===== config.mk =====
export PLATFORM = sky130hd
export DESIGN_NAME = crc16_frame_parser
export DESIGN_NICKNAME = d
export VERILOG_FILES = /design/src/rtl/crcfp_pkg.sv /design/src/rtl/crcfp_ram.sv /design/src/rtl/crcfp_front.sv /design/src/rtl/crcfp_desc_q.sv /design/src/rtl/crcfp_replay.sv /design/src/rtl/crc16_frame_parser.sv
export SDC_FILE = /design/constraint.sdc
export NUM_CORES = 1
export LEC_CHECK = 0
export BUFFER_PORTS_ARGS = -buffer_cell sky130_fd_sc_hd__buf_2
export CAP_MARGIN = 40
export CELL_PAD_IN_SITES_DETAIL_PLACEMENT = 2
export CELL_PAD_IN_SITES_GLOBAL_PLACEMENT = 2
export CORE_MARGIN = 2
export CORE_UTILIZATION = 54
export DETAILED_ROUTE_END_ITERATION = 10
export PLACE_DENSITY = 0.81
export REMOVE_ABC_BUFFERS = 1
export SLEW_MARGIN = 20
export SYNTH_ARGS = -nofsm -noshare
export SYNTH_HDL_FRONTEND = slang
export SYNTH_SLANG_ARGS = --single-unit

===== constraint.sdc =====
create_clock -name clk -period 10.7 [get_ports clk]
set_input_delay 1.07 -clock clk [delete_from_list [all_inputs] [get_ports clk]]
set_output_delay 1.07 -clock clk [all_outputs]
set_load 0.005 [all_outputs]

===== src/rtl/crcfp_pkg.sv =====
// ----------------------------------------------------------------------------
// crcfp_pkg
// Shared types, constants and the CRC-16/CCITT byte update for the frame
// parser.
// ----------------------------------------------------------------------------
package crcfp_pkg;

  // framing constants
  localparam logic [7:0]  SYNC_BYTE  = 8'h53;
  localparam logic [7:0]  VERSION_OK = 8'h01;
  localparam logic [15:0] CRC_INIT   = 16'hFFFF;
  localparam logic [15:0] CRC_POLY   = 16'h1021;
  localparam int          HDR_LEN    = 8;
  localparam int          TAIL_LEN   = 2;

  // width of byte counts and frame totals
  localparam int          LEN_W      = 7;

  // front parser phase
  typedef enum logic [1:0] {
    PH_HUNT1   = 2'd0,
    PH_HUNT2   = 2'd1,
    PH_COLLECT = 2'd2
  } phase_t;

  // descriptor of one verified frame, handed from front to replay
  typedef struct packed {
    logic [7:0]       frame_type;
    logic [15:0]      frame_sequence;
    logic [LEN_W-1:0] body_len;
    logic             slot;
  } desc_t;

  // CRC-16/CCITT, MSB first, one byte
  function automatic logic [15:0] crc_feed(input logic [15:0] crc, input logic [7:0] b);
    logic [15:0] c;
    c = crc ^ {b, 8'h00};
    for (int k = 0; k < 8; k++) begin
      c = c[15] ? ({c[14:0], 1'b0} ^ CRC_POLY) : {c[14:0], 1'b0};
    end
    return c;
  endfunction

endpackage


===== src/rtl/crcfp_ram.sv =====
// ----------------------------------------------------------------------------
// crcfp_ram
// Generic single-write, single-read RAM with registered read data.
// ----------------------------------------------------------------------------
module crcfp_ram #(
  parameter int WIDTH = 8,
  parameter int DEPTH = 128
) (
  input  logic                     clk,
  input  logic                     we,
  input  logic [$clog2(DEPTH)-1:0] waddr,
  input  logic [WIDTH-1:0]         wdata,
  input  logic [$clog2(DEPTH)-1:0] raddr,
  output logic [WIDTH-1:0]         rdata
);

  logic [WIDTH-1:0] mem [DEPTH];

  // write port and registered read port
  always_ff @(posedge clk) begin
    if (we) begin
      mem[waddr] <= wdata;
    end
    rdata <= mem[raddr];
  end

endmodule


===== src/rtl/crcfp_front.sv =====
// ----------------------------------------------------------------------------
// crcfp_front
// Byte parser: preamble hunt, header capture, version and length check, running CRC,
// payload write into the frame RAM and descriptor push on a CRC match.
// ----------------------------------------------------------------------------
module crcfp_front
  import crcfp_pkg::*;
#(
  parameter int BUFFER_BYTES = 64,
  localparam int PAY_MAX = BUFFER_BYTES - HDR_LEN - TAIL_LEN,
  localparam int PAY_AW  = $clog2(PAY_MAX)
) (
  input  logic              clk,
  input  logic              rst_n,
  input  logic              beat,
  input  logic [7:0]        rx_byte,
  output logic              ram_we,
  output logic [PAY_AW:0]   ram_waddr,
  output logic [7:0]        ram_wdata,
  output logic              desc_push,
  output desc_t             desc
);

  phase_t           phase_r, phase_nxt;
  logic [LEN_W-1:0] cnt_r;
  logic [LEN_W-1:0] exp_r;
  logic [15:0]      crc_r;
  logic             wr_slot_r;
  logic [7:0]       ver_r, type_r, seq_lo_r, seq_hi_r, len_lo_r, crc_lo_r;

  logic             is_sync, hdr_end, hdr_bad, frm_end, in_body, crc_lo_hit;
  logic             restart, drop, advance, collect;
  logic [15:0]      body_len;
  logic [7:0]       cnt_p1, cnt_p2, exp_w;

  // byte classification
  assign is_sync    = (rx_byte == SYNC_BYTE);
  assign cnt_p1     = {1'b0, cnt_r} + 8'd1;
  assign cnt_p2     = {1'b0, cnt_r} + 8'd2;
  assign exp_w      = {1'b0, exp_r};
  assign body_len   = {rx_byte, len_lo_r};
  assign hdr_end    = (cnt_r == LEN_W'(HDR_LEN - 1));
  assign hdr_bad    = hdr_end && ((ver_r != VERSION_OK) || (body_len > 16'(PAY_MAX)));
  assign frm_end    = (exp_r != '0) && (cnt_p1 == exp_w);
  assign in_body    = (exp_r != '0) && (cnt_p2 < exp_w);
  assign crc_lo_hit = (exp_r != '0) && (cnt_p2 == exp_w);

  // FSM outputs: events of this beat
  always_comb begin
    restart   = 1'b0;
    drop      = 1'b0;
    advance   = 1'b0;
    collect   = 1'b0;
    if (beat) begin
      unique case (phase_r)
        PH_HUNT1: begin
          restart = 1'b1;
        end
        PH_HUNT2: begin
          restart = !is_sync;
          advance = is_sync;
        end
        default: begin
          if (cnt_r >= LEN_W'(BUFFER_BYTES)) begin
            restart = 1'b1;
          end else begin
            collect = 1'b1;
            drop    = hdr_bad || frm_end;
          end
        end
      endcase
    end
    ram_we    = collect && in_body;
    desc_push = collect && frm_end && ({rx_byte, crc_lo_r} == crc_r);
  end

  // FSM next state
  always_comb begin
    phase_nxt = phase_r;
    if (restart) begin
      phase_nxt = is_sync ? PH_HUNT2 : PH_HUNT1;
    end else if (drop) begin
      phase_nxt = PH_HUNT1;
    end else if (advance) begin
      phase_nxt = PH_COLLECT;
    end
  end

  // RAM write and descriptor
  assign ram_waddr = {wr_slot_r, PAY_AW'(cnt_r - LEN_W'(HDR_LEN))};
  assign ram_wdata = rx_byte;
  always_comb begin
    desc.frame_type     = type_r;
    desc.frame_sequence = {seq_hi_r, seq_lo_r};
    desc.body_len       = exp_r - LEN_W'(HDR_LEN + TAIL_LEN);
    desc.slot           = wr_slot_r;
  end

  // control state
  always_ff @(posedge clk) begin
    if (!rst_n) begin
      phase_r   <= PH_HUNT1;
      cnt_r     <= '0;
      exp_r     <= '0;
      crc_r     <= CRC_INIT;
      wr_slot_r <= 1'b0;
    end else begin
      phase_r <= phase_nxt;
      if (desc_push) begin
        wr_slot_r <= ~wr_slot_r;
      end
      if (restart || drop) begin
        cnt_r <= (restart && is_sync) ? LEN_W'(1) : '0;
        exp_r <= '0;
        crc_r <= CRC_INIT;
      end else if (advance) begin
        cnt_r <= LEN_W'(2);
      end else if (collect) begin
        cnt_r <= cnt_p1[LEN_W-1:0];
        if ((exp_r == '0) || (cnt_p2 < exp_w)) begin
          crc_r <= crc_feed(crc_r, rx_byte);
        end
        if (hdr_end) begin
          exp_r <= body_len[LEN_W-1:0] + LEN_W'(HDR_LEN + TAIL_LEN);
        end
      end
    end
  end

  // header and CRC byte capture
  always_ff @(posedge clk) begin
    if (collect) begin
      unique case (cnt_r)
        LEN_W'(2): ver_r    <= rx_byte;
        LEN_W'(3): type_r   <= rx_byte;
        LEN_W'(4): seq_lo_r <= rx_byte;
        LEN_W'(5): seq_hi_r <= rx_byte;
        LEN_W'(6): len_lo_r <= rx_byte;
        default: begin
          if (crc_lo_hit) begin
            crc_lo_r <= rx_byte;
          end
        end
      endcase
    end
  end

endmodule


===== src/rtl/crcfp_desc_q.sv =====
// ----------------------------------------------------------------------------
// crcfp_desc_q
// Two-entry queue of verified frame descriptors between parser and replay.
// ----------------------------------------------------------------------------
module crcfp_desc_q
  import crcfp_pkg::*;
(
  input  logic  clk,
  input  logic  rst_n,
  input  logic  push,
  input  desc_t push_desc,
  input  logic  pop,
  output logic  q_full,
  output logic  q_valid,
  output desc_t head
);

  desc_t      ent_r [2];
  logic       wr_ptr_r, rd_ptr_r;
  logic [1:0] cnt_r;

  assign q_full  = (cnt_r == 2'd2);
  assign q_valid = (cnt_r != 2'd0);
  assign head    = ent_r[rd_ptr_r];

  // pointers and fill count
  always_ff @(posedge clk) begin
    if (!rst_n) begin
      wr_ptr_r <= 1'b0;
      rd_ptr_r <= 1'b0;
      cnt_r    <= 2'd0;
    end else begin
      if (push) begin
        wr_ptr_r <= ~wr_ptr_r;
      end
      if (pop) begin
        rd_ptr_r <= ~rd_ptr_r;
      end
      if (push && !pop) begin
        cnt_r <= cnt_r + 2'd1;
      end else if (pop && !push) begin
        cnt_r <= cnt_r - 2'd1;
      end
    end
  end

  // entry storage
  always_ff @(posedge clk) begin
    if (push) begin
      ent_r[wr_ptr_r] <= push_desc;
    end
  end

endmodule


===== src/rtl/crcfp_replay.sv =====
// ----------------------------------------------------------------------------
// crcfp_replay
// Replays the payload of the head descriptor from the frame RAM, one result
// per RAM read, into an output register.
// ----------------------------------------------------------------------------
module crcfp_replay
  import crcfp_pkg::*;
#(
  parameter int BUFFER_BYTES = 64,
  localparam int PAY_MAX = BUFFER_BYTES - HDR_LEN - TAIL_LEN,
  localparam int PAY_AW  = $clog2(PAY_MAX)
) (
  input  logic            clk,
  input  logic            rst_n,
  input  logic            q_valid,
  input  desc_t           head,
  output logic            q_pop,
  output logic [PAY_AW:0] ram_raddr,
  input  logic [7:0]      ram_rdata,
  output logic            empty,
  input  logic            pop,
  output logic [7:0]      frame_type,
  output logic [15:0]     frame_sequence,
  output logic [5:0]      payload_length,
  output logic [7:0]      payload_byte,
  output logic            has_payload,
  output logic            last
);

  logic [PAY_AW-1:0] rd_idx_r;
  logic              rd_pend_r, out_valid_r;
  logic              pend_has_r, pend_last_r;
  logic [7:0]        pend_type_r;
  logic [15:0]       pend_seq_r;
  logic [5:0]        pend_len_r;
  logic              issue, last_issue, has_body;

  // read issue: one outstanding read, output register free by the time data lands
  assign has_body   = (head.body_len != '0);
  assign issue      = q_valid && !rd_pend_r && (!out_valid_r || pop);
  assign last_issue = !has_body || ((LEN_W'(rd_idx_r) + LEN_W'(1)) == head.body_len);
  assign q_pop      = issue && last_issue;
  assign ram_raddr  = {head.slot, rd_idx_r};
  assign empty      = !out_valid_r;

  // control state
  always_ff @(posedge clk) begin
    if (!rst_n) begin
      rd_idx_r    <= '0;
      rd_pend_r   <= 1'b0;
      out_valid_r <= 1'b0;
    end else begin
      rd_pend_r <= issue;
      if (issue) begin
        rd_idx_r <= last_issue ? '0 : rd_idx_r + PAY_AW'(1);
      end
      if (rd_pend_r) begin
        out_valid_r <= 1'b1;
      end else if (pop) begin
        out_valid_r <= 1'b0;
      end
    end
  end

  // fields travelling with the outstanding read
  always_ff @(posedge clk) begin
    if (issue) begin
      pend_has_r  <= has_body;
      pend_last_r <= last_issue;
      pend_type_r <= head.frame_type;
      pend_seq_r  <= head.frame_sequence;
      pend_len_r  <= head.body_len[5:0];
    end
  end

  // output register
  always_ff @(posedge clk) begin
    if (rd_pend_r) begin
      frame_type     <= pend_type_r;
      frame_sequence <= pend_seq_r;
      payload_length <= pend_len_r;
      payload_byte   <= pend_has_r ? ram_rdata : 8'h00;
      has_payload    <= pend_has_r;
      last           <= pend_last_r;
    end
  end

endmodule


===== src/rtl/crc16_frame_parser.sv =====
// The first result of a frame follows its last CRC byte through the descriptor queue, the
// frame RAM read and the output register. Throughput: one received byte per cycle while
// full is low; a result's frame RAM read is not issued until the previous one has landed.
// full rises while two verified frames wait for replay; a payload run is taken in order.
// Reset (rst_n low, synchronous) clears parser, queue and replay control; the frame RAM
// is not cleared and needs no clearing pass.
// ----------------------------------------------------------------------------
// crc16_frame_parser
// Preamble/length/CRC-16 frame parser: front parser, descriptor queue, replay.
// ----------------------------------------------------------------------------
module crc16_frame_parser
  import crcfp_pkg::*;
#(
  parameter int BUFFER_BYTES = 64
) (
  input  logic        clk,
  input  logic        rst_n,
  input  logic        push,
  output logic        full,
  input  logic [7:0]  in_rx_byte,
  output logic        empty,
  input  logic        pop,
  output logic [7:0]  out_frame_type,
  output logic [15:0] out_frame_sequence,
  output logic [5:0]  out_payload_length,
  output logic [7:0]  out_payload_byte,
  output logic        out_has_payload,
  output logic        out_last
);

  localparam int PAY_MAX = BUFFER_BYTES - HDR_LEN - TAIL_LEN;
  localparam int PAY_AW  = $clog2(PAY_MAX);

  logic            beat;
  logic            ram_we;
  logic [PAY_AW:0] ram_waddr, ram_raddr;
  logic [7:0]      ram_wdata, ram_rdata;
  logic            desc_push, q_full, q_valid, q_pop;
  desc_t           push_desc, head;

  assign full = q_full;
  assign beat = push && !q_full;

  crcfp_front #(.BUFFER_BYTES(BUFFER_BYTES)) u_front (
    .clk       (clk),
    .rst_n     (rst_n),
    .beat      (beat),
    .rx_byte   (in_rx_byte),
    .ram_we    (ram_we),
    .ram_waddr (ram_waddr),
    .ram_wdata (ram_wdata),
    .desc_push (desc_push),
    .desc      (push_desc)
  );

  crcfp_ram #(.WIDTH(8), .DEPTH(2 ** (PAY_AW + 1))) u_ram (
    .clk   (clk),
    .we    (ram_we),
    .waddr (ram_waddr),
    .wdata (ram_wdata),
    .raddr (ram_raddr),
    .rdata (ram_rdata)
  );

  crcfp_desc_q u_desc_q (
    .clk       (clk),
    .rst_n     (rst_n),
    .push      (desc_push),
    .push_desc (push_desc),
    .pop       (q_pop),
    .q_full    (q_full),
    .q_valid   (q_valid),
    .head      (head)
  );

  crcfp_replay #(.BUFFER_BYTES(BUFFER_BYTES)) u_replay (
    .clk            (clk),
    .rst_n          (rst_n),
    .q_valid        (q_valid),
    .head           (head),
    .q_pop          (q_pop),
    .ram_raddr      (ram_raddr),
    .ram_rdata      (ram_rdata),
    .empty          (empty),
    .pop            (pop),
    .frame_type     (out_frame_type),
    .frame_sequence (out_frame_sequence),
    .payload_length (out_payload_length),
    .payload_byte   (out_payload_byte),
    .has_payload    (out_has_payload),
    .last           (out_last)
  );

endmodule


==> results.md, run 1 <==
- IO buf count: 53
- Initial core utilization: 54.53%
- # IOs: 54
- YS warnings: 0
- Post-synthesis compound-gate area fraction: 2.812%
- Die span in y: 305.5 µm
- Predominant post-synthesis flop cell: edfxtp_1
- Die width: 305.5 µm
- Err: [ERROR DPL-0033] detailed placement checks failed during check placement.
- Largest family of logic cells by synthesized area: multiplexers
- Syn Std Cell Area: 49,080 µm²
- Post-Synth XOR/XNOR Area: 1.188%
- Seq/Total Area, Yosys: 76.11%
- Post-Syn Area per Cell: 20.28 µm²
- Final Wtd Congestion: 0.8632
- Simple-gate area share of the yosys netlist: 3.617%
- Seq cells post-synth: 1,262
- Failed at: 3_5_place_dp
- Status: stopped before the end
- Detailed Place HPWL: 117,800 µm
- FP Rows: 110
- Number of synthesized flops with an enable pin: 1,208
- Count of cell types in the netlist: 62
- Mux share of post-synthesis cell area: 14.26%
- Asr flop ratio synth: 0%
- Adder-Cell Fraction of Synth Area: 0.4843%
- Cells after synthesis: 2,420
-- through the flow --
step,hold WS (ns),area (µm²)
after global placement,0.4025,50520
after floorplan,0.4003,48410
-- cell families after synthesis --
group,after synthesis
xor gates and xnor gates,65
and+or+nand+nor,374
buffers and inverters,139
AOI/OAI and AO/OA,188
adders and majority gates,19
DFF,1262
muxes,373
-- cell usage after synthesis (3+ instances only) --
| library cell | count | area share (%) |
|---|---|---|
| a21o_1 | 3 | 0.046 |
| nand4_1 | 18 | 0.23 |
| inv_1 | 20 | 0.15 |
| xor2_1 | 18 | 0.32 |
| nand2_1 | 40 | 0.31 |
| nand2b_1 | 4 | 0.051 |
| mux2i_1 | 71 | 1.4 |
| a2111oi_0 | 7 | 0.12 |
| a22oi_1 | 9 | 0.14 |
| a22o_1 | 7 | 0.12 |
| buf_4 | 22 | 0.34 |
| nor2_1 | 173 | 1.3 |
| and2_1 | 17 | 0.22 |
| nor2b_1 | 23 | 0.29 |
| a31oi_1 | 11 | 0.14 |
| xnor2_1 | 46 | 0.82 |
| mux4_2 | 256 | 12 |
| a211o_1 | 16 | 0.29 |
| edfxtp_1 | 1208 | 74 |
| nand3_1 | 23 | 0.23 |
| buf_2 | 34 | 0.35 |
| o21a_1 | 4 | 0.061 |
| buf_6 | 14 | 0.32 |
| clkbuf_1 | 37 | 0.28 |
| a211oi_1 | 20 | 0.31 |
| a221oi_1 | 33 | 0.59 |
| dfxtp_1 | 54 | 2.2 |
| o2111ai_1 | 10 | 0.18 |
| mux2_2 | 45 | 1.0 |
| and3_1 | 15 | 0.19 |
| o211ai_1 | 4 | 0.061 |
| or3_1 | 4 | 0.051 |
| a21oi_1 | 35 | 0.36 |
| ha_1 | 19 | 0.48 |
| nor3_1 | 36 | 0.37 |
| buf_1 | 10 | 0.076 |
| o21ai_0 | 15 | 0.15 |
| nor4_1 | 6 | 0.076 |
==> run 2: changes to the inputs <==
CELL_PAD_IN_SITES_DETAIL_PLACEMENT = unset   (was 2)
CELL_PAD_IN_SITES_GLOBAL_PLACEMENT = unset   (was 2)
CORE_UTILIZATION = 40   (was 54)
PLACE_DENSITY = unset   (was 0.81)
PLACE_DENSITY_LB_ADDON = 0.15   (was unset)
==> run 2 against run 1 <==
Compared with the run above:
- the run now ends clean
- synthesized cell count unchanged
- area after synthesis is the same
==> results.md, run 2 <==
- IO buf count: 53
- R2R depth: 9
- Most common cell in the synthesized netlist: edfxtp_1
- Final Hold Violating Endpoints: 0
- Die span in y: 354.3 µm
- Post-placement cell count: 4,034
- Post-synth top area cell: edfxtp_1
- Startpoint Class: flip-flop
- Cell area after layout: 56,110 µm²
- First-pass GRT wire length: 172,700 µm
- Tmin final: 3.985 ns
- Area post-placement: 51,330 µm²
- Asr flop ratio synth: 0%
- Hold Path Depth: 0
- Num Clock Sinks: 1,262
- Reg2reg start: u_front.cnt_r[2]$_SDFFE_PN0P_
- Post-Syn Area per Cell: 20.28 µm²
- Detailed Place HPWL: 74,410 µm
- Final Wtd Congestion: 0.8321
- # IOs: 54
- Critical path arrival: 4.36 ns
- Period utilization: 37.24%
- Clock Tree Buf Depth: 3
- DRC viols: 0
- Post-CTS resize count: 0
- Worst slew margin: 37.57%
- Commonest cells in the netlist: 1,208 x edfxtp_1, 256 x mux4_2, 173 x nor2_1
- Slew @ Worst Pin: 0.9267 ns
- Leakage: 16.93 nW
- Final nets: 2,621
- Status: finished clean
- Synth top area share: 73.91%
- Max frequency: 251.0 MHz
- Seq cells post-synth: 1,262
- DR vias: 23,880
- Hold-fix buffers at CTS: 0
- Setup tns final: 0 ns
- Routed WL per cell: 27.58 µm
- Vias in the first global route: 24,440
- Cells after synthesis: 2,420
- Final ANT Viol Nets: 0
- PwrDens: 180.1 nW/µm²
- Antenna violations before repair: 8
- FF-to-FF setup slack: 6.72 ns
- Die width: 354.3 µm
- Reg-to-reg endpoint: u_ram.mem[42][0]$_DFFE_PP_
- Top post-synthesis cells by area: edfxtp_1 74%, mux4_2 12%, dfxtp_1 2.2%, mux2i_1 1.4%, nor2_1 1.3%
- Hold endpoint: u_replay.payload_length[3]$_DFFE_PP_
- First drt pass iteration count: 5
- WS Path Type: flip-flop to flip-flop
- Area of the multi-input gates: 10,990 µm²
- YS warnings: 0
- Hold Crit Start: u_replay.pend_len_r[3]$_DFFE_PP_
- Final Setup Violations: 0
- RSZ-0062 raised after global routing: false
- Clk Latency, worst-skew pair: 0.76 ns
- Number of synthesized flops with an enable pin: 1,208
- Maximum fanout along the worst path: 16
- FP Rows: 128
- Core ar.: 121,700 µm²
- Grt ovf: 0
- # diodes: 0
- Min-Delay Path Class: flip-flop to flip-flop
- Drt via density: 5.535
- Count of cell types in the netlist: 62
- Number of fill cells: 10,190
- Syn Std Cell Area: 49,080 µm²
- CTS Root Cell: clkbuf_16
- Max reg flops: 1,024
- Peak VDD IR: 0.1920 mV
- Area Overhead vs Synth: 14.32%
- H-Tree Depth: 4
- Worst path required time: 11.07 ns
- Predominant post-synthesis flop cell: edfxtp_1
- Most frequent cells in the layout: 1,208 x edfxtp_1, 256 x mux4_2, 172 x nor2_1
- Die Area: 125,500 µm²
- Detailed Route WL: 119,000 µm
- FF+latch area: 37,370 µm²
- Top Registers: u_ram.mem x1024, u_desc_q.ent_r x64
- Clk_skew: 0.03105 ns
- Setup bufs post-CTS: 0
- Commonest non-fill, non-tap cell in the layout: edfxtp_1
- Slew Viols, Final: 0
- Initial core utilization: 40.32%
- Largest net degree at the start of global routing: 136
- Non-filler cells, final: 4,315
- Seq/Total Area, Yosys: 76.11%
- Hold slack final: 0.4128 ns
- Max-Cap Viols: 0
- CP endpoint kind: flip-flop
- DRT iter0 DRCs: 2,236
- CTS tree: done
- Cts bufs inserted: 132
- Share of layout cells above drive strength 1: 24.46%
- Worst-path clk slew: 0.06 ns
- Most flop-heavy register: u_ram.mem
- GRT Util Overall: 19.08%
-- run 2: how the worst max path moves through the flow --
stage | start | to | slack, ns | depth (start not counted)
after floorplan | u_replay.rd_idx_r[0]$_SDFFE_PN0P_ | u_desc_q.cnt_r[1]$_SDFFE_PN0P_ | -2.83 | 10
after global placement | in_rx_byte[3] | u_desc_q.ent_r[1][25]$_DFFE_PP_ | 6.45 | 9
after detailed placement | in_rx_byte[3] | u_desc_q.ent_r[1][25]$_DFFE_PP_ | 6.39 | 9
after CTS | u_replay.rd_idx_r[0]$_SDFFE_PN0P_ | u_ram.rdata[5]$_DFF_P_ | 6.46 | 7
after global routing | u_front.cnt_r[2]$_SDFFE_PN0P_ | u_ram.mem[23][6]$_DFFE_PP_ | 6.61 | 9
final | u_front.cnt_r[2]$_SDFFE_PN0P_ | u_ram.mem[42][0]$_DFFE_PP_ | 6.72 | 9
-- run 2: layout make-up --
type	instances	area share [%]
clock buffer	162	6.333
sequential	1262	66.60
timing repair buffer	154	2.288
inverter	21	0.1405
tap	1625	3.624
clock inverter	72	1.432
multi-input combinational	1019	19.58
-- run 2: stage by stage --
| step | setup slack, ns | util, % | total power [mW] |
|---|---|---|---|
| after global routing | 6.611 | 46.10 | 10.41 |
| after CTS | 6.458 | 45.75 | 10.21 |
| final | 6.715 | 46.10 | 10.10 |
| after detailed placement | 6.391 | 42.17 | 5.614 |
| after global placement | 6.449 | 41.97 | 5.604 |
| after floorplan | -2.830 | - | 5.516 |
-- run 2: power by group --
group / switching (mW) / total (mW) / internal [mW]
sequential: 0.000685 / 5.40 / 5.40
clock: 1.87 / 4.60 / 2.73
combinational: 0.0920 / 0.109 / 0.0166
-- run 2: cell families (layout without fill, tap and decap cells) --
family	count (synthesis)	after routing	synth area share, %
flip-flops	1262	1262	76.11
AO/OA/AOI/OAI	188	188	2.812
AND/OR/NAND/NOR	374	374	3.617
XOR/XNOR	65	65	1.188
multiplexers	373	373	14.26
adder cells (fa/ha/maj)	19	19	0.4844
buffers and inverters	139	409	1.535
-- run 2: routing by layer --
metal,vias up,GRT usage (%),wire length (µm)
met5,-,0,13
met4,2,7.034,3795
met3,204,4.668,8152
met2,805,30.56,57680
met1,12570,25.40,49370
li1,10310,-,-
-- run 2: critical path, cell delays in order (launching register included) --
cell and delay [ns]:
dfxtp_1 0.57, ha_1 0.42, xor2_1 0.20, ha_1 0.29
a21oi_1 0.15, a21boi_0 0.17, o211ai_1 0.57, nand4_1 0.22
buf_4 0.33, nor2_1 0.69
No activity file was read; power rests on OpenSTA's default activity.
